`src/gnmp_pkg.sv`:
```
// Package: shared types, constants and step tables for the gauge needle mask polygon block
`timescale 1ns / 1ps
package gnmp_pkg;

    localparam int COORD_BITS_DEF = 13;
    localparam int TRIG_FRAC_DEF  = 15;
    localparam int ADDR_W         = 5;
    localparam int QUEUE_DEPTH    = 2;
    localparam int COORD_CALC_W   = 18;

    localparam int FULL_TURN    = 23040;
    localparam int QUARTER_TURN = 5760;
    localparam int OCTANT_UNITS = 2880;
    localparam int MIN_FILL     = 32;

    localparam logic [30:0] Q30_ONE = 31'h4000_0000;

    // pi*2^30/11520 split into integer part and remainder over 11520
    localparam int X_INT_MUL = 292817;
    localparam int X_REM_MUL = 7586;
    // floor(n/45) = (n*DIV45_MUL)>>24 for n < 2^18
    localparam int DIV45_MUL = 372828;
    // floor(n/7) = (n*DIV7_MUL)>>15 for n < 2^12
    localparam int DIV7_MUL  = 4682;

    typedef enum logic [2:0] {
        REG_MIN_VALUE   = 3'd0,
        REG_MAX_VALUE   = 3'd1,
        REG_START_ANGLE = 3'd2,
        REG_SWEEP_ANGLE = 3'd3,
        REG_BOX_X       = 3'd4,
        REG_BOX_Y       = 3'd5,
        REG_BOX_SIZE    = 3'd6
    } reg_idx_t;

    typedef enum logic [2:0] {
        C_LEFT_MID  = 3'd0,
        C_TOP_LEFT  = 3'd1,
        C_TOP_MID   = 3'd2,
        C_TOP_RIGHT = 3'd3,
        C_RIGHT_MID = 3'd4,
        C_BOT_RIGHT = 3'd5
    } corner_t;

    typedef enum logic [1:0] {
        QD_0 = 2'd0,
        QD_1 = 2'd1,
        QD_2 = 2'd2,
        QD_3 = 2'd3
    } quad_t;

    typedef struct packed {
        logic signed [15:0] min_value;
        logic signed [15:0] max_value;
        logic signed [15:0] start_angle;
        logic signed [15:0] sweep_angle;
        logic [11:0]        box_x;
        logic [11:0]        box_y;
        logic [11:0]        box_size;
    } cfg_t;

    typedef struct packed {
        logic signed [15:0] angle;
        logic signed [15:0] fill;
        corner_t            start;
        logic               err;
    } q_entry_t;

    // Taylor divisors and floor(2^32/k) for each Horner step
    function automatic logic [7:0] sin_k(input logic [2:0] step);
        logic [7:0] k;
        unique case (step)
            3'd0:    k = 8'd110;
            3'd1:    k = 8'd72;
            3'd2:    k = 8'd42;
            3'd3:    k = 8'd20;
            default: k = 8'd6;
        endcase
        return k;
    endfunction

    function automatic logic [31:0] sin_m(input logic [2:0] step);
        logic [31:0] m;
        unique case (step)
            3'd0:    m = 32'd39045157;
            3'd1:    m = 32'd59652323;
            3'd2:    m = 32'd102261126;
            3'd3:    m = 32'd214748364;
            default: m = 32'd715827882;
        endcase
        return m;
    endfunction

    function automatic logic [7:0] cos_k(input logic [2:0] step);
        logic [7:0] k;
        unique case (step)
            3'd0:    k = 8'd132;
            3'd1:    k = 8'd90;
            3'd2:    k = 8'd56;
            3'd3:    k = 8'd30;
            3'd4:    k = 8'd12;
            default: k = 8'd2;
        endcase
        return k;
    endfunction

    function automatic logic [31:0] cos_m(input logic [2:0] step);
        logic [31:0] m;
        unique case (step)
            3'd0:    m = 32'd32537631;
            3'd1:    m = 32'd47721858;
            3'd2:    m = 32'd76695844;
            3'd3:    m = 32'd143165576;
            3'd4:    m = 32'd357913941;
            default: m = 32'd2147483648;
        endcase
        return m;
    endfunction

endpackage

```
`src/gnmp_if.sv`:
```
// Interfaces: reading input channel and polygon point output channel
`timescale 1ns / 1ps
interface gnmp_in_if;
    logic               valid;
    logic               ready;
    logic signed [15:0] reading;

    modport source (output valid, output reading, input ready);
    modport sink   (input valid, input reading, output ready);
endinterface


```
`src/gnmp_front.sv`:
```
// Front end: reading intake, scaled angle by iterative divide, octant classification
`timescale 1ns / 1ps
module gnmp_front import gnmp_pkg::*;
(
    input  logic     clk,
    input  logic     rst_n,
    input  cfg_t     cfg,
    gnmp_in_if.sink  sample,
    output logic     push,
    output q_entry_t push_data,
    input  logic     full
);

    typedef enum logic [2:0] {
        D_IDLE = 3'b001,
        D_RUN  = 3'b010,
        D_DONE = 3'b100
    } div_state_t;

    div_state_t         dstate_reg, dstate_next;
    logic               s0_valid_reg, s0_valid_next;
    logic signed [32:0] prod_reg;
    logic signed [16:0] rng_reg;
    logic               s0_gtmax_reg, s0_gtmin_reg;

    logic [16:0]        rem_reg, rem_next;
    logic [31:0]        quo_reg, quo_next;
    logic [15:0]        dv_reg;
    logic               neg_reg, zero_reg, gtmax_reg, gtmin_reg;
    logic [2:0]         cnt_reg;

    logic               accept, div_start;
    logic signed [16:0] diff_c, rng_c;
    logic signed [32:0] prod_c, prod_abs;
    logic signed [16:0] rng_abs;
    logic signed [15:0] quo16, angle_c, fill_c;
    corner_t            start_c;
    logic               err_c;

    assign accept       = sample.valid && sample.ready;
    assign sample.ready = !s0_valid_reg || div_start;
    assign push         = (dstate_reg == D_DONE) && !full;
    assign div_start    = s0_valid_reg && ((dstate_reg == D_IDLE) || push);

    assign diff_c = 17'(sample.reading) - 17'(cfg.min_value);
    assign rng_c  = 17'(cfg.max_value) - 17'(cfg.min_value);
    assign prod_c = 33'(cfg.sweep_angle) * 33'(diff_c);

    assign prod_abs = prod_reg[32] ? -prod_reg : prod_reg;
    assign rng_abs  = rng_reg[16] ? -rng_reg : rng_reg;

    always_comb
    begin
        logic [16:0] r;
        logic [31:0] q;
        r = rem_reg;
        q = quo_reg;
        for (int i = 0; i < 4; i++)
        begin
            r = {r[15:0], q[31]};
            q = {q[30:0], 1'b0};
            if (r >= {1'b0, dv_reg})
            begin
                r    = r - {1'b0, dv_reg};
                q[0] = 1'b1;
            end
        end
        rem_next = r;
        quo_next = q;
    end

    always_comb
    begin
        logic signed [15:0] qm;
        qm    = $signed(quo_reg[15:0]);
        quo16 = zero_reg ? '0 : (neg_reg ? -qm : qm);
    end

    assign angle_c = cfg.start_angle + quo16;
    assign fill_c  = gtmax_reg ? cfg.sweep_angle : (gtmin_reg ? quo16 : 16'(MIN_FILL));

    always_comb
    begin
        err_c   = 1'b0;
        start_c = C_LEFT_MID;
        if (angle_c < -OCTANT_UNITS || angle_c >= 6 * OCTANT_UNITS)
            err_c = 1'b1;
        else if (angle_c < 0)
            start_c = C_BOT_RIGHT;
        else if (angle_c < OCTANT_UNITS)
            start_c = C_RIGHT_MID;
        else if (angle_c < 2 * OCTANT_UNITS)
            start_c = C_TOP_RIGHT;
        else if (angle_c < 3 * OCTANT_UNITS)
            start_c = C_TOP_MID;
        else if (angle_c < 4 * OCTANT_UNITS)
            start_c = C_TOP_LEFT;
        else
            start_c = C_LEFT_MID;
    end

    assign push_data.angle = angle_c;
    assign push_data.fill  = fill_c;
    assign push_data.start = start_c;
    assign push_data.err   = err_c;

    always_comb
    begin
        s0_valid_next = s0_valid_reg;
        if (accept)
            s0_valid_next = 1'b1;
        else if (div_start)
            s0_valid_next = 1'b0;
    end

    always_comb
    begin
        dstate_next = dstate_reg;
        unique case (dstate_reg)
            D_IDLE: if (div_start) dstate_next = D_RUN;
            D_RUN:  if (cnt_reg == '1) dstate_next = D_DONE;
            D_DONE:
            begin
                if (div_start)
                    dstate_next = D_RUN;
                else if (push)
                    dstate_next = D_IDLE;
            end
            default: dstate_next = D_IDLE;
        endcase
    end

    always_ff @(posedge clk or negedge rst_n)
    begin
        if (!rst_n)
        begin
            dstate_reg   <= D_IDLE;
            s0_valid_reg <= 1'b0;
        end
        else
        begin
            dstate_reg   <= dstate_next;
            s0_valid_reg <= s0_valid_next;
        end
    end

    always_ff @(posedge clk)
    begin
        if (accept)
        begin
            prod_reg     <= prod_c;
            rng_reg      <= rng_c;
            s0_gtmax_reg <= sample.reading > cfg.max_value;
            s0_gtmin_reg <= sample.reading > cfg.min_value;
        end
        if (div_start)
        begin
            rem_reg   <= '0;
            quo_reg   <= prod_abs[31:0];
            dv_reg    <= rng_abs[15:0];
            neg_reg   <= prod_reg[32] ^ rng_reg[16];
            zero_reg  <= (rng_reg == '0);
            gtmax_reg <= s0_gtmax_reg;
            gtmin_reg <= s0_gtmin_reg;
            cnt_reg   <= '0;
        end
        else if (dstate_reg == D_RUN)
        begin
            rem_reg <= rem_next;
            quo_reg <= quo_next;
            cnt_reg <= cnt_reg + 3'd1;
        end
    end

    a_div_len: assert property (@(posedge clk) disable iff (!rst_n)
        (dstate_reg == D_RUN && cnt_reg == '1) |=> (dstate_reg == D_DONE))
        else $error("divider did not finish after its last step");

endmodule

```
`src/flat_wrapper.sv`:
```
// flat-port wrapper written by rule: the top's interface ports become plain ports
module gnmp_front_flat import gnmp_pkg::*;
  (clk, rst_n, cfg, push, push_data, full, sample_valid, sample_reading, sample_ready);
  gnmp_in_if sample_i ();
  input  logic clk;
  input  logic rst_n;
  input  cfg_t cfg;
  output logic push;
  output q_entry_t push_data;
  input  logic full;
  input wire logic [$bits(sample_i.valid)-1:0] sample_valid;
  input wire logic [$bits(sample_i.reading)-1:0] sample_reading;
  output wire logic [$bits(sample_i.ready)-1:0] sample_ready;
  assign sample_i.valid = sample_valid;
  assign sample_i.reading = sample_reading;
  assign sample_ready = sample_i.ready;
  gnmp_front u_core (.clk(clk), .rst_n(rst_n), .cfg(cfg), .sample(sample_i), .push(push), .push_data(push_data), .full(full));
endmodule
```
`config.mk`:
```
export PLATFORM = sky130hd
export DESIGN_NAME = gnmp_front_flat
export DESIGN_NICKNAME = d
export VERILOG_FILES = /design/src/gnmp_pkg.sv /design/src/gnmp_if.sv /design/src/gnmp_front.sv /design/src/flat_wrapper.sv
export SDC_FILE = /design/constraint.sdc
export NUM_CORES = 1
export LEC_CHECK = 0
export BUFFER_PORTS_ARGS = -buffer_cell sky130_fd_sc_hd__buf_2
export CORE_MARGIN = 5
export CORE_UTILIZATION = 30
export DETAILED_ROUTE_END_ITERATION = 12
export GPL_ROUTABILITY_DRIVEN = 0
export PLACE_DENSITY = 0.48
export REMOVE_ABC_BUFFERS = 1
export SYNTH_ARGS = -nofsm -noshare
export SYNTH_HDL_FRONTEND = slang
export SYNTH_SLANG_ARGS = --single-unit
```
`constraint.sdc`:
```
create_clock -name clk -period 12.1 [get_ports clk]
set_input_delay 0 -clock clk [delete_from_list [all_inputs] [get_ports clk]]
set_output_delay 0 -clock clk [all_outputs]
set_load 0.02 [all_outputs]
```
==> out/metrics.yaml <==
run_status:
  outcome: "complete, no violations"
sta:
  final.min_clock_period_ns: 11.14
  setup_viol: 0
  finClkSkew_ns: 0.0116
  maxSlewHeadroom_pct: 29.3
  period_share_pct: 92.0
  max_freq_mhz: 89.8
  maxSlewViolCount: 0
  hold_violations: 0
  worst_pin_slew_ns: 1.06
  rsz0062_at_grt: "no"
  setup-tns-final_ns: 0
route:
  route.detailed.drc: 0
  totalWireLength_um: 62800
  num_vias: 17600
  routedWlPerCell_um: 17.6
  drtPass1Iterations: 5
  via_per_inst: 4.93
  drtAntennaViolNets: 0
  drtIter0Drc: 964
cells_and_area:
  layout.nets: 3202
  seq_area_um2: 3600
  multi_input_area_um2: 17000
  fillers: 7822
  final_common_cell: "inv_1"
  area_growth_pct: 10.3
  drive_gt1_share_pct: 9.06
  diodes: 0
  largest_reg_flops: 33
  final_cell_mix: "inv_1, fa_1, nand2_1, ha_1, buf_2"
global_route:
  grtUsageTotal_pct: 15.7
  overflow: 0
  grt_pass1_wl_um: 103000
  grt_pass1_vias: 18900
  antenna_found_initial: 0
  grt_max_degree: 58
yosys:
  ys_warn_count: 0
  synth_seq_area_share_pct: 16.1
  yosys.area.top_type: "fa_1"
  yosysUniqueCellTypes: 89
  netlist_top_cells_area: "fa_1, edfxtp_1, ha_1, inv_1, nand2_1"
  netlist.area_leader.share_pct: 25.3
  ys_seq_elements: 127
  synth.cell_area_um2: 22400
  syn_avg_cell_area_um2: 8.99
  synth_ff_type: "edfxtp_1"
  synth_cells: 2493
  synth_edf_count: 104
  synthArstFlopShare_pct: 3.15
cts:
  insertion_delay_ns: 0.42
  cts_buffers: 17
  cts_setup_buffers: 0
  cts_tree: "yes"
  clock-root-buffer: "clkbuf_16"
  ctsResizeCount: 0
  clkTransAtPathRegs_ns: 0.06
  clock-sinks: 127
  htree_levels: 4
  cts-hold-fix-buffers: 4
  cts_buffer_depth: 2
worst_setup_path:
  required_ns: 12.41
  worst_path_most_repeated_cell: "ha_1"
  cp-end-kind: "flip-flop"
  worstSetupPathType: "reg2reg"
  crit_buf_inv: 6
  crit_family: "compound AO/OA/AOI/OAI gates"
  cp_slowest_cell: "a311oi_1"
  start_kind: "flip-flop"
  arrival_ns: 11.45
  path_max_fanout: 17
  max_stage_delay_ns: 0.50
die:
  dieArea_um2: 80300
  core-area_um2: 74300
  num_rows: 100
  dieWidth_um: 283
  start_util_pct: 30.2
  dieHeight_um: 283
  ios: 158
min_path:
  min_path_type: "in2reg"
placement:
  numPortBuffers: 121
  hpwl_um: 52200
run:
  maxCapViolCount: 0
kinds of logic after synthesis:
family                     Yosys count  synth area share (%)
AOI/OAI and AO/OA                  448                  13.3
xor gates and xnor gates           172                  6.75
adders and majority gates          501                  37.4
buffers and inverters              494                  8.38
DFF                                127                  16.1
muxes                               58                  2.84
and+or+nand+nor                    693                  15.3
worst min-delay path, cell delays in order:
cell and delay [ns]:
buf_2 0.10, ha_1 0.13, inv_1 0.04
path summary, 6_finish.rpt:
check | start | to | slack [ns] | cells after the start
worst max-delay path | u_core.dv_reg[1] | u_core.rem_reg[0] | 0.96 | 44
worst min-delay path | cfg[84] | u_core.rng_reg[0] | 0.02 | 3
worst max register to register | u_core.dv_reg[1] | u_core.rem_reg[0] | 0.96 | 44
worst min register to register | u_core.s0_gtmin_reg | u_core.gtmin_reg | 0.42 | 0
max in group asynchronous | rst_n | u_core.dstate_reg[1] | 11.45 | 3
min in group asynchronous | rst_n | u_core.dstate_reg[0] | 0.07 | 2
per-stage QoR:
stage	util (%)	cells	hold slack, ns	instance area [µm²]	worst slack (ns)
after global routing	33.3	3563	0.0188	24700	0.153
final	33.3	3563	0.0168	24700	0.964
after detailed placement	32.4	3527	-0.188	24100	1.04
after floorplan	-	2416	-0.296	22100	2.38
after global placement	32.4	3527	-0.187	24100	1.29
after CTS	33.3	3563	0.00911	24700	0.967
cell usage after synthesis (4+ instances only):
cell type  count
mux2_1        10
clkbuf_1      67
nand4_1       22
o31a_1         9
and2_1        96
a211oi_1      14
nor2_1       104
o21bai_1      15
a211o_1        5
nor3_1        35
edfxtp_1     104
xor2_1        62
nor4_1         9
o31ai_1       22
o41ai_1       13
or4_1          8
nand2b_1      36
a21o_1        44
nand2_1      264
and3_1         9
or2_2         10
buf_1          4
o21ai_0       99
o211ai_1       7
a21boi_0      12
nand3_1       24
or3_1         13
nor4b_1        4
a22o_1        17
a21oi_1       96
o21a_1        22
dfxtp_1       19
ha_1         218
a31oi_1        6
and4_1         4
o21ai_1       31
mux2_2        21
nor2b_1       39
fa_1         283
inv_1        416
mux2i_1       25
xnor2_1      109
final cells by class:
type                    instances  area share (%)
clock buffers                  18            1.74
clock inverters                14           0.537
well taps                     969            4.91
inverters                     417            6.33
flip-flops and latches        127            14.6
repair buffers                146            3.25
multi-input cells            1872            68.7
layer usage:
| layer | vias up | share of wire, % | global-route usage [%] |
|---|---|---|---|
| met1 | 8772 | 46 | 20.8 |
| li1 | 8422 | - | - |
| met3 | 58 | 3.5 | 1.83 |
| met4 | 0 | 1.5 | 3.18 |
| met2 | 312 | 49 | 27.9 |
| met5 | - | 0 | 0 |
Power is left out: the tool's default activity adds up to more than one toggle a clock period on the data nets, which glitch-free logic cannot reach.
