File: config.mk
export PLATFORM = sky130hd
export DESIGN_NAME = gnmp_fifo
export DESIGN_NICKNAME = d
export VERILOG_FILES = /design/src/gnmp_pkg.sv /design/src/gnmp_fifo.sv
export SDC_FILE = /design/constraint.sdc
export NUM_CORES = 1
export LEC_CHECK = 0
export BUFFER_PORTS_ARGS = -buffer_cell sky130_fd_sc_hd__buf_2
export CORE_AREA = 2 2 88 90
export CTS_BUF_LIST = sky130_fd_sc_hd__clkbuf_8 sky130_fd_sc_hd__clkbuf_16
export CTS_CLUSTER_SIZE = 8
export DETAILED_ROUTE_END_ITERATION = 10
export DIE_AREA = 0 0 90 92
export PLACE_DENSITY = 0.7
export SLEW_MARGIN = 20
export SYNTH_ARGS = -nofsm -noshare
export SYNTH_HDL_FRONTEND = slang
export SYNTH_SLANG_ARGS = --single-unit
File: constraint.sdc
create_clock -name clk -period 2.7 [get_ports clk]
set_input_delay 0.135 -clock clk [delete_from_list [all_inputs] [get_ports clk]]
set_output_delay 0.135 -clock clk [all_outputs]
set_load 0.03 [all_outputs]
File: src/gnmp_pkg.sv
// Package: shared types, constants and step tables for the gauge needle mask polygon block
`timescale 1ns / 1ps
package gnmp_pkg;

    localparam int COORD_BITS_DEF = 13;
    localparam int TRIG_FRAC_DEF  = 15;
    localparam int ADDR_W         = 5;
    localparam int QUEUE_DEPTH    = 2;
    localparam int COORD_CALC_W   = 18;

    localparam int FULL_TURN    = 23040;
    localparam int QUARTER_TURN = 5760;
    localparam int OCTANT_UNITS = 2880;
    localparam int MIN_FILL     = 32;

    localparam logic [30:0] Q30_ONE = 31'h4000_0000;

    // pi*2^30/11520 split into integer part and remainder over 11520
    localparam int X_INT_MUL = 292817;
    localparam int X_REM_MUL = 7586;
    // floor(n/45) = (n*DIV45_MUL)>>24 for n < 2^18
    localparam int DIV45_MUL = 372828;
    // floor(n/7) = (n*DIV7_MUL)>>15 for n < 2^12
    localparam int DIV7_MUL  = 4682;

    typedef enum logic [2:0] {
        REG_MIN_VALUE   = 3'd0,
        REG_MAX_VALUE   = 3'd1,
        REG_START_ANGLE = 3'd2,
        REG_SWEEP_ANGLE = 3'd3,
        REG_BOX_X       = 3'd4,
        REG_BOX_Y       = 3'd5,
        REG_BOX_SIZE    = 3'd6
    } reg_idx_t;

    typedef enum logic [2:0] {
        C_LEFT_MID  = 3'd0,
        C_TOP_LEFT  = 3'd1,
        C_TOP_MID   = 3'd2,
        C_TOP_RIGHT = 3'd3,
        C_RIGHT_MID = 3'd4,
        C_BOT_RIGHT = 3'd5
    } corner_t;

    typedef enum logic [1:0] {
        QD_0 = 2'd0,
        QD_1 = 2'd1,
        QD_2 = 2'd2,
        QD_3 = 2'd3
    } quad_t;

    typedef struct packed {
        logic signed [15:0] min_value;
        logic signed [15:0] max_value;
        logic signed [15:0] start_angle;
        logic signed [15:0] sweep_angle;
        logic [11:0]        box_x;
        logic [11:0]        box_y;
        logic [11:0]        box_size;
    } cfg_t;

    typedef struct packed {
        logic signed [15:0] angle;
        logic signed [15:0] fill;
        corner_t            start;
        logic               err;
    } q_entry_t;

    // Taylor divisors and floor(2^32/k) for each Horner step
    function automatic logic [7:0] sin_k(input logic [2:0] step);
        logic [7:0] k;
        unique case (step)
            3'd0:    k = 8'd110;
            3'd1:    k = 8'd72;
            3'd2:    k = 8'd42;
            3'd3:    k = 8'd20;
            default: k = 8'd6;
        endcase
        return k;
    endfunction

    function automatic logic [31:0] sin_m(input logic [2:0] step);
        logic [31:0] m;
        unique case (step)
            3'd0:    m = 32'd39045157;
            3'd1:    m = 32'd59652323;
            3'd2:    m = 32'd102261126;
            3'd3:    m = 32'd214748364;
            default: m = 32'd715827882;
        endcase
        return m;
    endfunction

    function automatic logic [7:0] cos_k(input logic [2:0] step);
        logic [7:0] k;
        unique case (step)
            3'd0:    k = 8'd132;
            3'd1:    k = 8'd90;
            3'd2:    k = 8'd56;
            3'd3:    k = 8'd30;
            3'd4:    k = 8'd12;
            default: k = 8'd2;
        endcase
        return k;
    endfunction

    function automatic logic [31:0] cos_m(input logic [2:0] step);
        logic [31:0] m;
        unique case (step)
            3'd0:    m = 32'd32537631;
            3'd1:    m = 32'd47721858;
            3'd2:    m = 32'd76695844;
            3'd3:    m = 32'd143165576;
            3'd4:    m = 32'd357913941;
            default: m = 32'd2147483648;
        endcase
        return m;
    endfunction

endpackage

File: src/gnmp_fifo.sv
// Short queue between the front end and the trig engine
`timescale 1ns / 1ps
module gnmp_fifo import gnmp_pkg::*;
#(
    parameter int DEPTH = QUEUE_DEPTH
)
(
    input  logic     clk,
    input  logic     rst_n,
    input  logic     push,
    input  q_entry_t push_data,
    output logic     full,
    output logic     pop_valid,
    output q_entry_t pop_data,
    input  logic     pop
);

    localparam int PW = (DEPTH > 1) ? $clog2(DEPTH) : 1;
    localparam int CW = $clog2(DEPTH + 1);

    q_entry_t        mem [DEPTH];
    logic [PW-1:0]   wr_reg, rd_reg;
    logic [CW-1:0]   cnt_reg;
    logic            do_pop;

    assign full      = (cnt_reg == CW'(DEPTH));
    assign pop_valid = (cnt_reg != '0);
    assign pop_data  = mem[rd_reg];
    assign do_pop    = pop && pop_valid;

    always_ff @(posedge clk or negedge rst_n)
    begin
        if (!rst_n)
        begin
            wr_reg  <= '0;
            rd_reg  <= '0;
            cnt_reg <= '0;
        end
        else
        begin
            if (push)
                wr_reg <= (wr_reg == PW'(DEPTH - 1)) ? '0 : wr_reg + PW'(1);
            if (do_pop)
                rd_reg <= (rd_reg == PW'(DEPTH - 1)) ? '0 : rd_reg + PW'(1);
            if (push && !do_pop)
                cnt_reg <= cnt_reg + CW'(1);
            else if (do_pop && !push)
                cnt_reg <= cnt_reg - CW'(1);
        end
    end

    always_ff @(posedge clk)
    begin
        if (push)
            mem[wr_reg] <= push_data;
    end

    a_no_overflow: assert property (@(posedge clk) disable iff (!rst_n) push |-> !full)
        else $error("push into full queue");
    a_cnt_bound: assert property (@(posedge clk) disable iff (!rst_n)
        cnt_reg <= CW'(DEPTH))
        else $error("queue count out of range");

endmodule

==> results of run 1 <==
==> cell families after synthesis <==
logic type    after synthesis
flops                      76
mux                        36
simple gates                6
xor+xnor                    5
buf+inv                     4
fa+ha+maj                   1
==> power by group <==
part	switching (mW)	leakage [nW]	internal [mW]
Combinational	0.937	0.783	0.652
Clock	0.400	0.100	0.423
Sequential	0.0937	0.721	1.57
==> worst paths after layout <==
check	startpoint	endpoint	slack, ns
max	rd_reg	pop_data[16]	0.91
min	push	wr_reg	0.03
max reg2reg	wr_reg	mem[1][4]	1.13
min reg2reg	cnt_reg[1]	cnt_reg[1]	0.49
max in group asynchronous	rst_n	rd_reg	2.42
min in group asynchronous	rst_n	wr_reg	0.15
==> timing repair <==
item,CTS,global route
hold buffers,37,0
hold endpoints to repair,76,0
setup endpoints to repair,0,0
==> worst max-delay path: stages, from the launching register on <==
cell     delay, ns
dfrtp_2       0.48
buf_12        0.27
mux2_2        0.37
buf_2         0.18
==> metrics by stage <==
| step | cells | setup WS (ns) |
|---|---|---|
| global route | 358 | 0.836 |
| global placement | 305 | 1.13 |
| detailed placement | 305 | 1.10 |
| finish | 358 | 0.906 |
| CTS | 358 | 0.870 |
| floorplan | 128 | 0.249 |
==> synth_stat cells <==
cell type	count	share of area, %
dfrtp_1	4	3.4
buf_12	3	2.0
nor2_1	1	0.13
buf_6	1	0.38
nand2_1	1	0.13
ha_1	1	0.43
or2_1	1	0.21
nor2b_1	2	0.43
mux2_2	7	2.7
and2_1	1	0.21
xor2_1	3	0.89
edfxtp_1	72	74
xnor2_1	2	0.60
mux2_4	29	15
==> area by class of cell <==
class	count	area [sq um]	area share (%)
clock buffer	9	124	3.11
tap	102	128	3.21
timing repair buffer	116	783	19.7
multi-input combinational	48	612	15.4
sequential	76	2260	56.9
clock inverter	7	68.8	1.73
==> routing by layer <==
| layer | vias up | part of all wire (%) | global-route usage (%) |
|---|---|---|---|
| met5 | - | 0 | 0 |
| met4 | 0 | 2.4 | 7.69 |
| met3 | 10 | 4.1 | 2.79 |
| met2 | 56 | 51 | 22.5 |
| met1 | 739 | 43 | 14.5 |
| li1 | 740 | - | - |
==> impl_metrics.env, run 1 <==
export IMPL_status="finished, final reports clean"
export IMPL_max_slew_margin_pct=41.4
export IMPL_end_kind="output pin"
export IMPL_drtPass1Iterations=4
export IMPL_finalHoldViolCount=0
export IMPL_drive_above_1_share_pct=52.0
export IMPL_holdWs_ns=0.0253
export IMPL_worst_r2r_path_depth=1
export IMPL_vias=1545
export IMPL_cts_resized=0
export IMPL_core_sq_um=7450
export IMPL_crit_required_ns=2.57
export IMPL_portBuffers=77
export IMPL_hp_class="primary input to flop"
export IMPL_fp_dieW_um=90
export IMPL_mostFrequentLayoutCells="buf_2, edfxtp_1, dlygate4sd3_1"
export IMPL_syn_cell_area_sq_um=2940
export IMPL_synth_top_family_by_area="multiplexers"
export IMPL_leakage_nw=1.60
export IMPL_place_area_sq_um=3420
export IMPL_avgSynthCellArea_sq_um=22.9
export IMPL_whs_path_depth=2
export IMPL_drv_slew=0
export IMPL_drc=0
export IMPL_ir_worst_vdd_mv=0.591
export IMPL_synth_nets=169
export IMPL_power_mw=4.08
export IMPL_grt_use_total_pct=12.9
export IMPL_drt_initial_drc_count=40
export IMPL_avgViaCountPerCell=4.32
export IMPL_num_rows=32
export IMPL_ys_ff_latch=76
export IMPL_ios=78
export IMPL_worstPathArrival_ns=1.66
export IMPL_start_util_pct=39.4
export IMPL_p_per_area_nw_per_um2=1030
export IMPL_die_area_sq_um=8280
export IMPL_worst_pin_slew_ns=0.879
export IMPL_rsz0062_at_grt="false"
export IMPL_dp_hpwl_mm=3.03
export IMPL_setup_violations_final=0
export IMPL_utilization_pct=53.4
export IMPL_critical_path_max_fanout=31
export IMPL_clkTransAtPathRegs_ns=0.07
export IMPL_timing_final_crit_share_pct=66.5
export IMPL_max_freq_mhz=557
export IMPL_grt_remaining_overflow=0
export IMPL_wl_per_cell_um=14.0
export IMPL_finalClockSkew_ns=0.00675
export IMPL_clock_latency_ns=0.34
export IMPL_synth_simple_area_share_pct=1.11
export IMPL_tns_ns=0
export IMPL_place_congestion=0.673
export IMPL_antenna_found_initial=0
export IMPL_n_antenna_cell=0
export IMPL_area_growth_pct=35.5
export IMPL_cap_violations=0
export IMPL_fp_dieH_um=92
export IMPL_num_fill_cells=596
export IMPL_synth_xor_area_share_pct=1.49
export IMPL_yosys_warnings=0
export IMPL_grt_pass1_vias=1712
export IMPL_grt_max_degree=37
export IMPL_cts_buffers=9
export IMPL_clock_sinks=76
export IMPL_synthAdderAreaFrac_pct=0.426
export IMPL_final_area_sq_um=3980
export IMPL_final_nets=292
export IMPL_cts_setup_buffers=0
export IMPL_largest_reg_flops=72
export IMPL_grt_pass1_wl_mm=8.07
export IMPL_ys_seq_area_share_pct=77.0
export IMPL_layout_commonest_cell="buf_2"
export IMPL_clockBufferDepth=2
export IMPL_ant_nets=0
export IMPL_synth_cells=128
export IMPL_cts_root_buffer="clkbuf_8"
export IMPL_synthMuxAreaShare_pct=17.5
export IMPL_layout_min_cycle_time_ns=1.79
export IMPL_htreeDepth=3
export IMPL_startpoint_type="flop"
export IMPL_critPathKind="flop to output pin"
export IMPL_synth_compound_area_share_pct=0
export IMPL_synth_cell_types=14
export IMPL_drt_total_wl_mm=5.02
export IMPL_cts_tree="done"
Power figures use the tool's default switching activity.
==> run 2: changes to the inputs <==
ABC_AREA = 1   (was unset)
CORE_AREA = 2 2 87 89   (was 2 2 88 90)
DIE_AREA = 0 0 89 91   (was 0 0 90 92)
clock period = 1.7 ns   (was 2.7 ns; I/O delays follow)
==> run 2 against run 1 <==
  * Clock power increased by 73%
  * Hold slack improved by 0.015 ns
  * Die area decreased by 2.2%
  * Total power increased by 64%
  * Via count increased by 23%
  * Synthesized area decreased by 3.0%
  * Clock skew about the same
  * Highest routed layer unchanged
==> impl_metrics.env, run 2 <==
export IMPL_status="finished, final reports clean"
export IMPL_synthFlopType="edfxtp_1"
export IMPL_drt_initial_drc_count=54
export IMPL_synthTopCellsByArea="edfxtp_1, nand2_1, dfrtp_1, buf_6, buf_4"
export IMPL_clockBufferDepth=2
export IMPL_cap_violations=0
export IMPL_r2r_start="cnt_reg[0]"
export IMPL_internal_power_mw=4.04
export IMPL_tns_ns=0
export IMPL_avgSynthCellArea_sq_um=13.3
export IMPL_power_frac_comb_pct=39.7
export IMPL_drive_above_1_share_pct=28.4
export IMPL_worstReg2RegEnd="cnt_reg[1]"
export IMPL_finalHoldViolCount=0
export IMPL_power_switching_mw=2.63
export IMPL_largest_reg_flops=72
export IMPL_place_ws_ns=0.379
export IMPL_regToRegSetupSlack_ns=0.37
export IMPL_avgViaCountPerCell=4.29
export IMPL_cts_setup_buffers=0
export IMPL_drtPass1Iterations=4
export IMPL_final_area_sq_um=3950
export IMPL_fp_dieH_um=91
export IMPL_synth_nets=256
export IMPL_pwr_share_clk_pct=21.2
export IMPL_synth_common_cells="nand2_1, edfxtp_1, inv_1"
export IMPL_drt_total_wl_mm=5.46
export IMPL_rsz0062_at_grt="false"
export IMPL_layout_commonest_cell="nand2_1"
export IMPL_crit_required_ns=1.62
export IMPL_synth_top_cell_area_share_pct=75.9
export IMPL_max_freq_mhz=635
export IMPL_ir_worst_vdd_mv=1.06
export IMPL_cts_buffers=9
export IMPL_worst_r2r_path_depth=8
export IMPL_power_mw=6.67
export IMPL_min_from="pop"
export IMPL_utilization_pct=55.3
export IMPL_layout_min_cycle_time_ns=1.57
export IMPL_portBuffers=77
export IMPL_htreeDepth=3
export IMPL_synth_top_area_cell="edfxtp_1"
export IMPL_synthArstFlopShare_pct=5.26
export IMPL_multi_input_area_sq_um=500
export IMPL_grt_max_degree=38
export IMPL_num_fill_cells=639
export IMPL_timing_final_crit_share_pct=92.6
export IMPL_worstPathArrival_ns=1.49
export IMPL_area_growth_pct=38.6
export IMPL_n_antenna_cell=0
export IMPL_leakage_nw=1.73
export IMPL_cts_tree="done"
export IMPL_startpoint_type="flop"
export IMPL_worst_pin_slew_ns=0.301
export IMPL_synth_cell_types=13
export IMPL_setup_ws_ns=0.125
export IMPL_place_area_sq_um=3360
export IMPL_ys_ff_latch=76
export IMPL_die_area_sq_um=8100
export IMPL_ios=78
export IMPL_sequentialPowerShare_pct=39.1
export IMPL_cts_root_buffer="clkbuf_8"
export IMPL_vias=1904
export IMPL_whs_path_depth=3
export IMPL_critPathKind="flop to output pin"
export IMPL_finalClockSkew_ns=0.00691
export IMPL_synth_cells=215
export IMPL_ys_seq_area_share_pct=79.4
export IMPL_synth_edf_count=72
export IMPL_grt_remaining_overflow=0
export IMPL_core_sq_um=7140
export IMPL_drc=0
export IMPL_clock_sinks=76
export IMPL_min_to="rd_reg"
export IMPL_critical_path_max_fanout=26
export IMPL_final_nets=381
export IMPL_dp_hpwl_mm=3.36
export IMPL_start_util_pct=39.9
export IMPL_fp_dieW_um=89
export IMPL_yosys_warnings=0
export IMPL_setup_violations_final=0
export IMPL_end_kind="output pin"
export IMPL_clkTransAtPathRegs_ns=0.08
export IMPL_antenna_found_initial=0
export IMPL_clock_latency_ns=0.33
export IMPL_seqCellArea_sq_um=2260
export IMPL_place_congestion=0.633
export IMPL_p_per_area_nw_per_um2=1690
export IMPL_syn_cell_area_sq_um=2850
export IMPL_mostFrequentLayoutCells="nand2_1, buf_2, edfxtp_1"
export IMPL_grt_pass1_vias=1928
export IMPL_num_rows=31
export IMPL_max_slew_margin_pct=80.0
export IMPL_wl_per_cell_um=12.3
export IMPL_hp_class="primary input to flop"
export IMPL_ant_nets=0
export IMPL_grt_use_total_pct=14.5
export IMPL_drv_slew=0
export IMPL_switching_share_pct=39.5
export IMPL_yosysMostFrequentCell="nand2_1"
export IMPL_grt_pass1_wl_mm=8.71
==> run 2: changes by cell type after synthesis, moves of 3 or more <==
cell     before  now
buf_12        3    0
buf_6         1    4
nand2_1       1  117
mux2_2        7    0
buf_4         0    3
inv_1         0    6
mux2_4       29    0
==> run 2: how the worst max path moves through the flow <==
stage	from	to	slack, ns	cells past startpoint
after floorplan	wr_reg	mem[1][0]	0.14	2
after global placement	cnt_reg[0]	cnt_reg[1]	0.46	8
after detailed placement	cnt_reg[0]	cnt_reg[1]	0.38	8
after CTS	rd_reg	pop_data[35]	0.09	5
after global routing	rd_reg	pop_data[17]	0.005	5
final	rd_reg	pop_data[35]	0.13	5
==> run 2: metrics by stage <==
stage,instances,hold WS [ns]
6_report,444,0.0406
5_1_grt,444,0.0591
4_1_cts,444,0.0223
3_5_place_dp,390,-0.0975
3_3_place_gp,390,-0.0948
2_1_floorplan,215,-0.211
==> run 2: worst max-delay path: stages (launching register included) <==
cell	delay, ns
dfrtp_1	0.41
inv_2	0.20
buf_12	0.21
nand2_1	0.07
nand2_1	0.07
buf_2	0.19
==> run 2: cell type report <==
class | instances | share of cell area, %
sequential | 76 | 57.3
multi-input combinational | 125 | 12.7
tap | 99 | 3.14
timing repair buffer | 121 | 21.0
clock buffer | 9 | 3.14
inverter | 7 | 0.666
clock inverter | 7 | 2.12
==> run 2: cell families (layout without fill, tap and decap cells) <==
group	count (synthesis)	after routing	share of synthesized area [%]
xor+xnor	2	2	0.615
fa+ha+maj	1	1	0.439
buf+inv	14	144	3.29
flops	76	76	79.4
simple gates	122	122	16.2
==> run 2: power groups by stage <==
stage	clock [mW]	combinational (mW)	sequential, mW
2_1_floorplan	0	1.90	2.63
3_3_place_gp	0	2.59	2.63
3_5_place_dp	0	2.61	2.65
4_1_cts	1.45	2.69	2.61
5_1_grt	1.54	2.90	2.64
6_report	1.42	2.65	2.61
==> run 2: per-layer routing <==
| layer | GRT usage [%] | vias to the layer above | routed length (um) |
|---|---|---|---|
| met2 | 25.8 | 48 | 2890 |
| met5 | 0 | - | 0 |
| met3 | 4.91 | 5 | 240 |
| met1 | 16.0 | 887 | 2270 |
| met4 | 4.10 | 0 | 53 |
| li1 | - | 964 | - |
==> run 2: timing repair <==
item	in CTS	in global routing
setup endpoints to repair	0	2
hold buffers	38	0
endpoints found under the hold margin	77	0
gates resized for setup	0	1
