### src/gnmp_pkg.sv
// Package: shared types, constants and step tables for the gauge needle mask polygon block
`timescale 1ns / 1ps
package gnmp_pkg;

    localparam int COORD_BITS_DEF = 13;
    localparam int TRIG_FRAC_DEF  = 15;
    localparam int ADDR_W         = 5;
    localparam int QUEUE_DEPTH    = 2;
    localparam int COORD_CALC_W   = 18;

    localparam int FULL_TURN    = 23040;
    localparam int QUARTER_TURN = 5760;
    localparam int OCTANT_UNITS = 2880;
    localparam int MIN_FILL     = 32;

    localparam logic [30:0] Q30_ONE = 31'h4000_0000;

    // pi*2^30/11520 split into integer part and remainder over 11520
    localparam int X_INT_MUL = 292817;
    localparam int X_REM_MUL = 7586;
    // floor(n/45) = (n*DIV45_MUL)>>24 for n < 2^18
    localparam int DIV45_MUL = 372828;
    // floor(n/7) = (n*DIV7_MUL)>>15 for n < 2^12
    localparam int DIV7_MUL  = 4682;

    typedef enum logic [2:0] {
        REG_MIN_VALUE   = 3'd0,
        REG_MAX_VALUE   = 3'd1,
        REG_START_ANGLE = 3'd2,
        REG_SWEEP_ANGLE = 3'd3,
        REG_BOX_X       = 3'd4,
        REG_BOX_Y       = 3'd5,
        REG_BOX_SIZE    = 3'd6
    } reg_idx_t;

    typedef enum logic [2:0] {
        C_LEFT_MID  = 3'd0,
        C_TOP_LEFT  = 3'd1,
        C_TOP_MID   = 3'd2,
        C_TOP_RIGHT = 3'd3,
        C_RIGHT_MID = 3'd4,
        C_BOT_RIGHT = 3'd5
    } corner_t;

    typedef enum logic [1:0] {
        QD_0 = 2'd0,
        QD_1 = 2'd1,
        QD_2 = 2'd2,
        QD_3 = 2'd3
    } quad_t;

    typedef struct packed {
        logic signed [15:0] min_value;
        logic signed [15:0] max_value;
        logic signed [15:0] start_angle;
        logic signed [15:0] sweep_angle;
        logic [11:0]        box_x;
        logic [11:0]        box_y;
        logic [11:0]        box_size;
    } cfg_t;

    typedef struct packed {
        logic signed [15:0] angle;
        logic signed [15:0] fill;
        corner_t            start;
        logic               err;
    } q_entry_t;

    // Taylor divisors and floor(2^32/k) for each Horner step
    function automatic logic [7:0] sin_k(input logic [2:0] step);
        logic [7:0] k;
        unique case (step)
            3'd0:    k = 8'd110;
            3'd1:    k = 8'd72;
            3'd2:    k = 8'd42;
            3'd3:    k = 8'd20;
            default: k = 8'd6;
        endcase
        return k;
    endfunction

    function automatic logic [31:0] sin_m(input logic [2:0] step);
        logic [31:0] m;
        unique case (step)
            3'd0:    m = 32'd39045157;
            3'd1:    m = 32'd59652323;
            3'd2:    m = 32'd102261126;
            3'd3:    m = 32'd214748364;
            default: m = 32'd715827882;
        endcase
        return m;
    endfunction

    function automatic logic [7:0] cos_k(input logic [2:0] step);
        logic [7:0] k;
        unique case (step)
            3'd0:    k = 8'd132;
            3'd1:    k = 8'd90;
            3'd2:    k = 8'd56;
            3'd3:    k = 8'd30;
            3'd4:    k = 8'd12;
            default: k = 8'd2;
        endcase
        return k;
    endfunction

    function automatic logic [31:0] cos_m(input logic [2:0] step);
        logic [31:0] m;
        unique case (step)
            3'd0:    m = 32'd32537631;
            3'd1:    m = 32'd47721858;
            3'd2:    m = 32'd76695844;
            3'd3:    m = 32'd143165576;
            3'd4:    m = 32'd357913941;
            default: m = 32'd2147483648;
        endcase
        return m;
    endfunction

endpackage

### src/gnmp_if.sv


interface gnmp_out_if;
    logic               valid;
    logic               ready;
    logic signed [13:0] point_x;
    logic signed [13:0] point_y;
    logic               last_point;
    logic signed [15:0] fill_angle;
    logic               octant_error;

    modport source (output valid, output point_x, output point_y, output last_point,
                    output fill_angle, output octant_error, input ready);
    modport sink   (input valid, input point_x, input point_y, input last_point,
                    input fill_angle, input octant_error, output ready);
endinterface

### src/gnmp_emit.sv
// Point emitter: box geometry, needle tip, octant-selected corners into the output register
`timescale 1ns / 1ps
module gnmp_emit import gnmp_pkg::*;
#(
    parameter int COORD_BITS     = COORD_BITS_DEF,
    parameter int TRIG_FRAC_BITS = TRIG_FRAC_DEF
)
(
    input  logic                             clk,
    input  logic                             rst_n,
    input  cfg_t                             cfg,
    input  logic                             job_valid,
    input  q_entry_t                         job,
    input  logic signed [TRIG_FRAC_BITS+1:0] job_sin,
    input  logic signed [TRIG_FRAC_BITS+1:0] job_cos,
    output logic                             job_ready,
    gnmp_out_if.source                       point
);

    localparam int SW = TRIG_FRAC_BITS + 2;
    localparam int PW = 13 + SW;
    localparam int CW = COORD_CALC_W;

    typedef enum logic [3:0] {
        E_IDLE   = 4'b0001,
        E_CENTER = 4'b0010,
        E_TIP    = 4'b0100,
        E_EDGE   = 4'b1000
    } emit_state_t;

    emit_state_t          state_reg, state_next;
    q_entry_t             job_reg;
    logic signed [SW-1:0] sn_reg, cs_reg;
    corner_t              ci_reg;
    logic [13:0]          cx_reg, cy_reg;
    logic [11:0]          rad_reg;
    logic [10:0]          half_reg;
    logic signed [CW-1:0] dx_reg, dy_reg;
    logic                 ovalid_reg;
    logic [13:0]          ox_reg, oy_reg;
    logic                 olast_reg;
    logic signed [15:0]   ofill_reg;
    logic                 oerr_reg;

    logic                 adv, emit;
    logic [24:0]          p7;
    logic [7:0]           pad_c;
    logic [11:0]          side_c;
    logic [10:0]          hside_c;
    logic signed [CW-1:0] ex_c, ey_c;
    logic signed [CW-1:0] bx_c, by_c, bs_c, h_c;

    assign adv       = !ovalid_reg || point.ready;
    assign emit      = adv && (state_reg != E_IDLE);
    assign job_ready = (state_reg == E_IDLE);

    assign p7      = 25'(cfg.box_size) * 25'(DIV7_MUL);
    assign pad_c   = p7[24:17];
    assign side_c  = cfg.box_size - 12'({pad_c, 1'b0});
    assign hside_c = side_c[11:1];

    function automatic logic signed [CW-1:0] tip_off(input logic signed [PW-1:0] p);
        logic signed [PW-1:0] a;
        a = p[PW-1] ? p + PW'((1 << TRIG_FRAC_BITS) - 1) : p;
        return CW'(a >>> TRIG_FRAC_BITS);
    endfunction

    function automatic logic [13:0] wrap(input logic signed [CW-1:0] v);
        logic signed [COORD_BITS:0] w;
        logic signed [CW-1:0]       e;
        w = v[COORD_BITS:0];
        e = CW'(w);
        return e[13:0];
    endfunction

    assign bx_c = $signed(CW'(cfg.box_x));
    assign by_c = $signed(CW'(cfg.box_y));
    assign bs_c = $signed(CW'(cfg.box_size));
    assign h_c  = $signed(CW'(half_reg));

    always_comb
    begin
        case (ci_reg)
            C_LEFT_MID:
            begin
                ex_c = bx_c;
                ey_c = by_c + h_c;
            end
            C_TOP_LEFT:
            begin
                ex_c = bx_c;
                ey_c = by_c;
            end
            C_TOP_MID:
            begin
                ex_c = bx_c + h_c;
                ey_c = by_c;
            end
            C_TOP_RIGHT:
            begin
                ex_c = bx_c + bs_c;
                ey_c = by_c;
            end
            C_RIGHT_MID:
            begin
                ex_c = bx_c + bs_c;
                ey_c = by_c + h_c;
            end
            default:
            begin
                ex_c = bx_c + bs_c;
                ey_c = by_c + bs_c;
            end
        endcase
    end

    always_comb
    begin
        state_next = state_reg;
        unique case (state_reg)
            E_IDLE:   if (job_valid) state_next = E_CENTER;
            E_CENTER: if (adv) state_next = E_TIP;
            E_TIP:    if (adv) state_next = job_reg.err ? E_IDLE : E_EDGE;
            E_EDGE:   if (adv && ci_reg == C_BOT_RIGHT) state_next = E_IDLE;
            default:  state_next = E_IDLE;
        endcase
    end

    always_ff @(posedge clk or negedge rst_n)
    begin
        if (!rst_n)
        begin
            state_reg  <= E_IDLE;
            ovalid_reg <= 1'b0;
        end
        else
        begin
            state_reg <= state_next;
            if (emit)
                ovalid_reg <= 1'b1;
            else if (point.ready)
                ovalid_reg <= 1'b0;
        end
    end

    always_ff @(posedge clk)
    begin
        cx_reg   <= 14'(cfg.box_x) + 14'(pad_c) + 14'(hside_c);
        cy_reg   <= 14'(cfg.box_y) + 14'(pad_c) + 14'(hside_c);
        rad_reg  <= 12'(hside_c) + 12'(pad_c);
        half_reg <= cfg.box_size[11:1];
        dx_reg   <= tip_off(PW'($signed({1'b0, rad_reg})) * PW'(cs_reg));
        dy_reg   <= tip_off(PW'($signed({1'b0, rad_reg})) * PW'(sn_reg));

        if (state_reg == E_IDLE && job_valid)
        begin
            job_reg <= job;
            sn_reg  <= job_sin;
            cs_reg  <= job_cos;
        end

        if (emit)
        begin
            ofill_reg <= job_reg.fill;
            oerr_reg  <= job_reg.err;
            unique case (state_reg)
                E_CENTER:
                begin
                    ox_reg    <= wrap(bx_c + h_c);
                    oy_reg    <= wrap(by_c + h_c);
                    olast_reg <= 1'b0;
                end
                E_TIP:
                begin
                    ox_reg    <= wrap($signed(CW'(cx_reg)) + dx_reg);
                    oy_reg    <= wrap($signed(CW'(cy_reg)) - dy_reg);
                    olast_reg <= job_reg.err;
                    ci_reg    <= job_reg.start;
                end
                default:
                begin
                    ox_reg    <= wrap(ex_c);
                    oy_reg    <= wrap(ey_c);
                    olast_reg <= (ci_reg == C_BOT_RIGHT);
                    ci_reg    <= corner_t'(ci_reg + 3'd1);
                end
            endcase
        end
    end

    assign point.valid        = ovalid_reg;
    assign point.point_x      = $signed(ox_reg);
    assign point.point_y      = $signed(oy_reg);
    assign point.last_point   = olast_reg;
    assign point.fill_angle   = ofill_reg;
    assign point.octant_error = oerr_reg;

    a_err_ends: assert property (@(posedge clk) disable iff (!rst_n)
        (state_reg == E_TIP && emit && job_reg.err) |=> (ovalid_reg && olast_reg))
        else $error("octant error polygon not closed after tip");

endmodule

### src/flat_wrapper.sv
// flat-port wrapper written by rule: the top's interface ports become plain ports
module gnmp_emit_flat import gnmp_pkg::*;
#(
    parameter int COORD_BITS     = COORD_BITS_DEF,
    parameter int TRIG_FRAC_BITS = TRIG_FRAC_DEF
)
  (clk, rst_n, cfg, job_valid, job, job_sin, job_cos, job_ready, point_valid, point_point_x, point_point_y, point_last_point, point_fill_angle, point_octant_error, point_ready);
  gnmp_out_if point_i ();
  input  logic clk;
  input  logic rst_n;
  input  cfg_t cfg;
  input  logic job_valid;
  input  q_entry_t job;
  input  logic signed [TRIG_FRAC_BITS+1:0] job_sin;
  input  logic signed [TRIG_FRAC_BITS+1:0] job_cos;
  output logic job_ready;
  output wire logic [$bits(point_i.valid)-1:0] point_valid;
  output wire logic [$bits(point_i.point_x)-1:0] point_point_x;
  output wire logic [$bits(point_i.point_y)-1:0] point_point_y;
  output wire logic [$bits(point_i.last_point)-1:0] point_last_point;
  output wire logic [$bits(point_i.fill_angle)-1:0] point_fill_angle;
  output wire logic [$bits(point_i.octant_error)-1:0] point_octant_error;
  input wire logic [$bits(point_i.ready)-1:0] point_ready;
  assign point_valid = point_i.valid;
  assign point_point_x = point_i.point_x;
  assign point_point_y = point_i.point_y;
  assign point_last_point = point_i.last_point;
  assign point_fill_angle = point_i.fill_angle;
  assign point_octant_error = point_i.octant_error;
  assign point_i.ready = point_ready;
  gnmp_emit #(.COORD_BITS(COORD_BITS), .TRIG_FRAC_BITS(TRIG_FRAC_BITS)) u_core (.clk(clk), .rst_n(rst_n), .cfg(cfg), .job_valid(job_valid), .job(job), .job_sin(job_sin), .job_cos(job_cos), .job_ready(job_ready), .point(point_i));
endmodule
### config.mk
export PLATFORM = sky130hd
export DESIGN_NAME = gnmp_emit_flat
export DESIGN_NICKNAME = d
export VERILOG_FILES = /design/src/gnmp_pkg.sv /design/src/gnmp_if.sv /design/src/gnmp_emit.sv /design/src/flat_wrapper.sv
export SDC_FILE = /design/constraint.sdc
export NUM_CORES = 2
export LEC_CHECK = 0
export BUFFER_PORTS_ARGS = -buffer_cell sky130_fd_sc_hd__buf_2
export CELL_PAD_IN_SITES_DETAIL_PLACEMENT = 0
export CELL_PAD_IN_SITES_GLOBAL_PLACEMENT = 1
export CORE_MARGIN = 3
export CORE_UTILIZATION = 53
export CTS_CLUSTER_DIAMETER = 100
export DETAILED_ROUTE_END_ITERATION = 8
export PLACE_DENSITY_LB_ADDON = 0.1
export SYNTH_ARGS = -nofsm -noshare
export SYNTH_HDL_FRONTEND = slang
export SYNTH_SLANG_ARGS = --single-unit
export TNS_END_PERCENT = 50
### constraint.sdc
create_clock -name clk -period 9.7 [get_ports clk]
set_input_delay 0.97 -clock clk [delete_from_list [all_inputs] [get_ports clk]]
set_output_delay 0.97 -clock clk [all_outputs]
set_load 0.01 [all_outputs]
==> results.json <==
{
  "setup_viol": 0,
  "clk_pin_slew_worst_paths_ns": 0.09,
  "io_buffers": 141,
  "cts_sinks": 187,
  "place.gp.congestion": 0.865,
  "netlist_area_sq_um": 28700,
  "netlist.area_leader.share_pct": 28.3,
  "max_freq_mhz": 121,
  "syn_nets": 4031,
  "fin_crit_sh_pct": 85.2,
  "largest_reg_flops": 20,
  "coreArea_sq_um": 53100,
  "ioPinCount": 222,
  "clock_path_buffers": 2,
  "grt_pass1_wl_um": 117000,
  "synthFlopType": "edfxtp_1",
  "vias_per_cell": 5.48,
  "hpwl_um": 57200,
  "cts_setup_buffers": 0,
  "yosys.area.top_type": "fa_1",
  "maxSlewViolCount": 0,
  "grt_overflow_total": 0,
  "max_slew_margin_pct": 33.3,
  "outcome": "completed",
  "drive_gt1_share_pct": 6.92,
  "cts_root_buf": "clkbuf_16",
  "syn_avg_cell_area_sq_um": 9.20,
  "synth_cells": 3117,
  "yosysUniqueCellTypes": 75,
  "grt_setup_unrepaired": "no",
  "layout.nets": 4122,
  "start_util_pct": 54.0,
  "synth-seq-area-share_pct": 16.7,
  "ctsResizeCount": 0,
  "num_rows": 84,
  "ys_ff_latch": 187,
  "layout_min_cycle_time_ns": 8.26,
  "drt_wl_total_um": 70600,
  "finalClockSkew_ns": 0.0226,
  "grtUsageTotal_pct": 25.9,
  "wl_per_cell_um": 18.1,
  "worstMarginPinSlew_ns": 0.993,
  "max_stage_delay_ns": 0.78,
  "die_width_um": 239,
  "synth_warnings": 0,
  "ant_nets": 0,
  "cts_hold_repair.buffers": 0,
  "path_class": "in2reg",
  "r2r_slack_ns": 2.13,
  "vias": 21400,
  "drt-initial-drc-count": 1127,
  "area_growth_syn_to_layout_pct": 7.08,
  "htree_levels": 4,
  "grt_pass1_vias": 22700,
  "drc": 0,
  "drtPass1Iterations": 5,
  "worstPathMaxFanout": 8,
  "maxCapViolCount": 0,
  "cp.required_ns": 10.09,
  "dieArea_sq_um": 56900,
  "crit_slowest_cell": "xnor2_1",
  "post-route-util_pct": 57.9,
  "grt_max_degree": 56,
  "critPathLaunchType": "primary input",
  "clk_latency_ns": 0.51,
  "antenna_found_initial": 2,
  "critPathArrivalTime_ns": 8.65,
  "end_kind": "flip-flop",
  "synth-edff-count": 103,
  "hold_viol": 0,
  "async_flop_share_pct": 2.67,
  "tritoncts": "yes",
  "setup-tns-final_ns": 0,
  "dieHeight_um": 239,
  "hold_path_class": "in2async",
  "cts_made_buffers": 17,
  "synthTopCellsByArea": "fa_1 (28%), ha_1 (15%), edfxtp_1 (11%)"
}
## final timing paths
check	from	end	depth (start not counted)
worst min-delay path	rst_n	u_core.point.valid$_DFFE_PN0P_	1
worst max register to register	u_core.rad_reg[7]$_DFF_P_	u_core.dy_reg[12]$_DFF_P_	22
min in group clk	u_core.job_reg[12]$_DFFE_PP_	u_core.point.fill_angle[8]$_DFFE_PP_	0
worst max-delay path	cfg[4]	u_core.cy_reg[12]$_DFF_P_	32
worst min register to register	u_core.job_reg[12]$_DFFE_PP_	u_core.point.fill_angle[8]$_DFFE_PP_	0
max in group asynchronous	rst_n	u_core.state_reg[0]$_DFFE_PN1P_	1
## area by class of cell
cell class / instances / area [sq um]
inverter: 624 / 2340
multi-input combinational: 2218 / 21200
sequential: 187 / 4810
fill: 4778 / 22400
tap: 688 / 861
clock buffer: 17 / 425
antenna: 2 / 5.00
timing repair buffer: 160 / 848
clock inverter: 15 / 193
## metrics by stage
| step | instances | area, sq um | hold slack [ns] | setup slack [ns] |
|---|---|---|---|---|
| after floorplan | 3117 | 28700 | 0.400 | 2.40 |
| after global placement | 3877 | 30100 | 0.401 | 1.18 |
| after detailed placement | 3877 | 30100 | 0.405 | 1.04 |
| after CTS | 3909 | 30700 | 0.234 | 1.57 |
| after global routing | 3909 | 30700 | 0.246 | 0.946 |
| final | 3911 | 30700 | 0.264 | 1.44 |
## synthesized netlist by cell type (7+ instances only)
library cell,instances
inv_1,624
fa_1,406
ha_1,334
nand2_1,314
and2_1,183
a21oi_1,136
xnor2_1,127
nor2_1,114
edfxtp_1,103
clkbuf_1,88
o21ai_0,87
dfxtp_1,79
a21o_1,71
xor2_1,68
nor2b_1,32
nor3_1,30
nand2b_1,27
nand3_1,25
a22oi_1,23
o21bai_1,23
o21a_1,20
a211oi_1,12
a31oi_1,12
nand4_1,11
nor4_1,11
a21boi_0,10
and3_1,10
a221o_1,8
or3_1,8
a22o_1,7
or2_2,7
## layout by cell type (no fill, tap or decap), types with 6 or more instances in the layout
cell and instances:
a22oi_1 23, or2_2 7, mux2i_1 6, a31oi_1 12, inv_1 624, nor4_1 11
nand2b_1 27, buf_2 141, a21oi_1 136, a21boi_0 10, nor3_1 30, xor2_1 68
a221oi_1 6, o21a_1 20, or3_1 8, dfxtp_1 74, a221o_1 8, nand3_1 25
nor2b_1 32, nor2_1 113, buf_4 19, a21o_1 71, xnor2_1 127, fa_1 406
a22o_1 7, nand4_1 11, a211oi_1 12, ha_1 334, o21ai_0 87, edfxtp_1 103
and2_1 182, o21bai_1 23, clkbuf_16 17, nand2_1 314, and3_1 10
## logic make-up after synthesis
group | synth area share [%]
and+or+nand+nor | 13.8
adders and majority gates | 42.9
buffers and inverters | 9.32
AOI/OAI and AO/OA | 11.0
xor gates and xnor gates | 5.96
DFF | 16.7
muxes | 0.249
## critical path, delay by kind of cell
family	cells	cell delay [ns]
adder cells (fa/ha/maj)	7	2.72
AND/OR/NAND/NOR	5	0.56
XOR/XNOR	1	0.78
buffers and inverters	6	0.85
AO/OA/AOI/OAI	13	2.77
## layer usage
| layer | wire length, um | up-vias | share of wire [%] | global-route usage (%) |
|---|---|---|---|---|
| met5 | 0 | - | 0 | 0 |
| met2 | 36400 | 433 | 52 | 46.9 |
| met4 | 1250 | 0 | 1.8 | 6.98 |
| met1 | 30100 | 10700 | 43 | 32.5 |
| met3 | 2810 | 74 | 4.0 | 3.70 |
| li1 | - | 10200 | - | - |
Power is not shown: default switching activity piles up to over one toggle a cycle in this logic, so the estimate is an artifact.
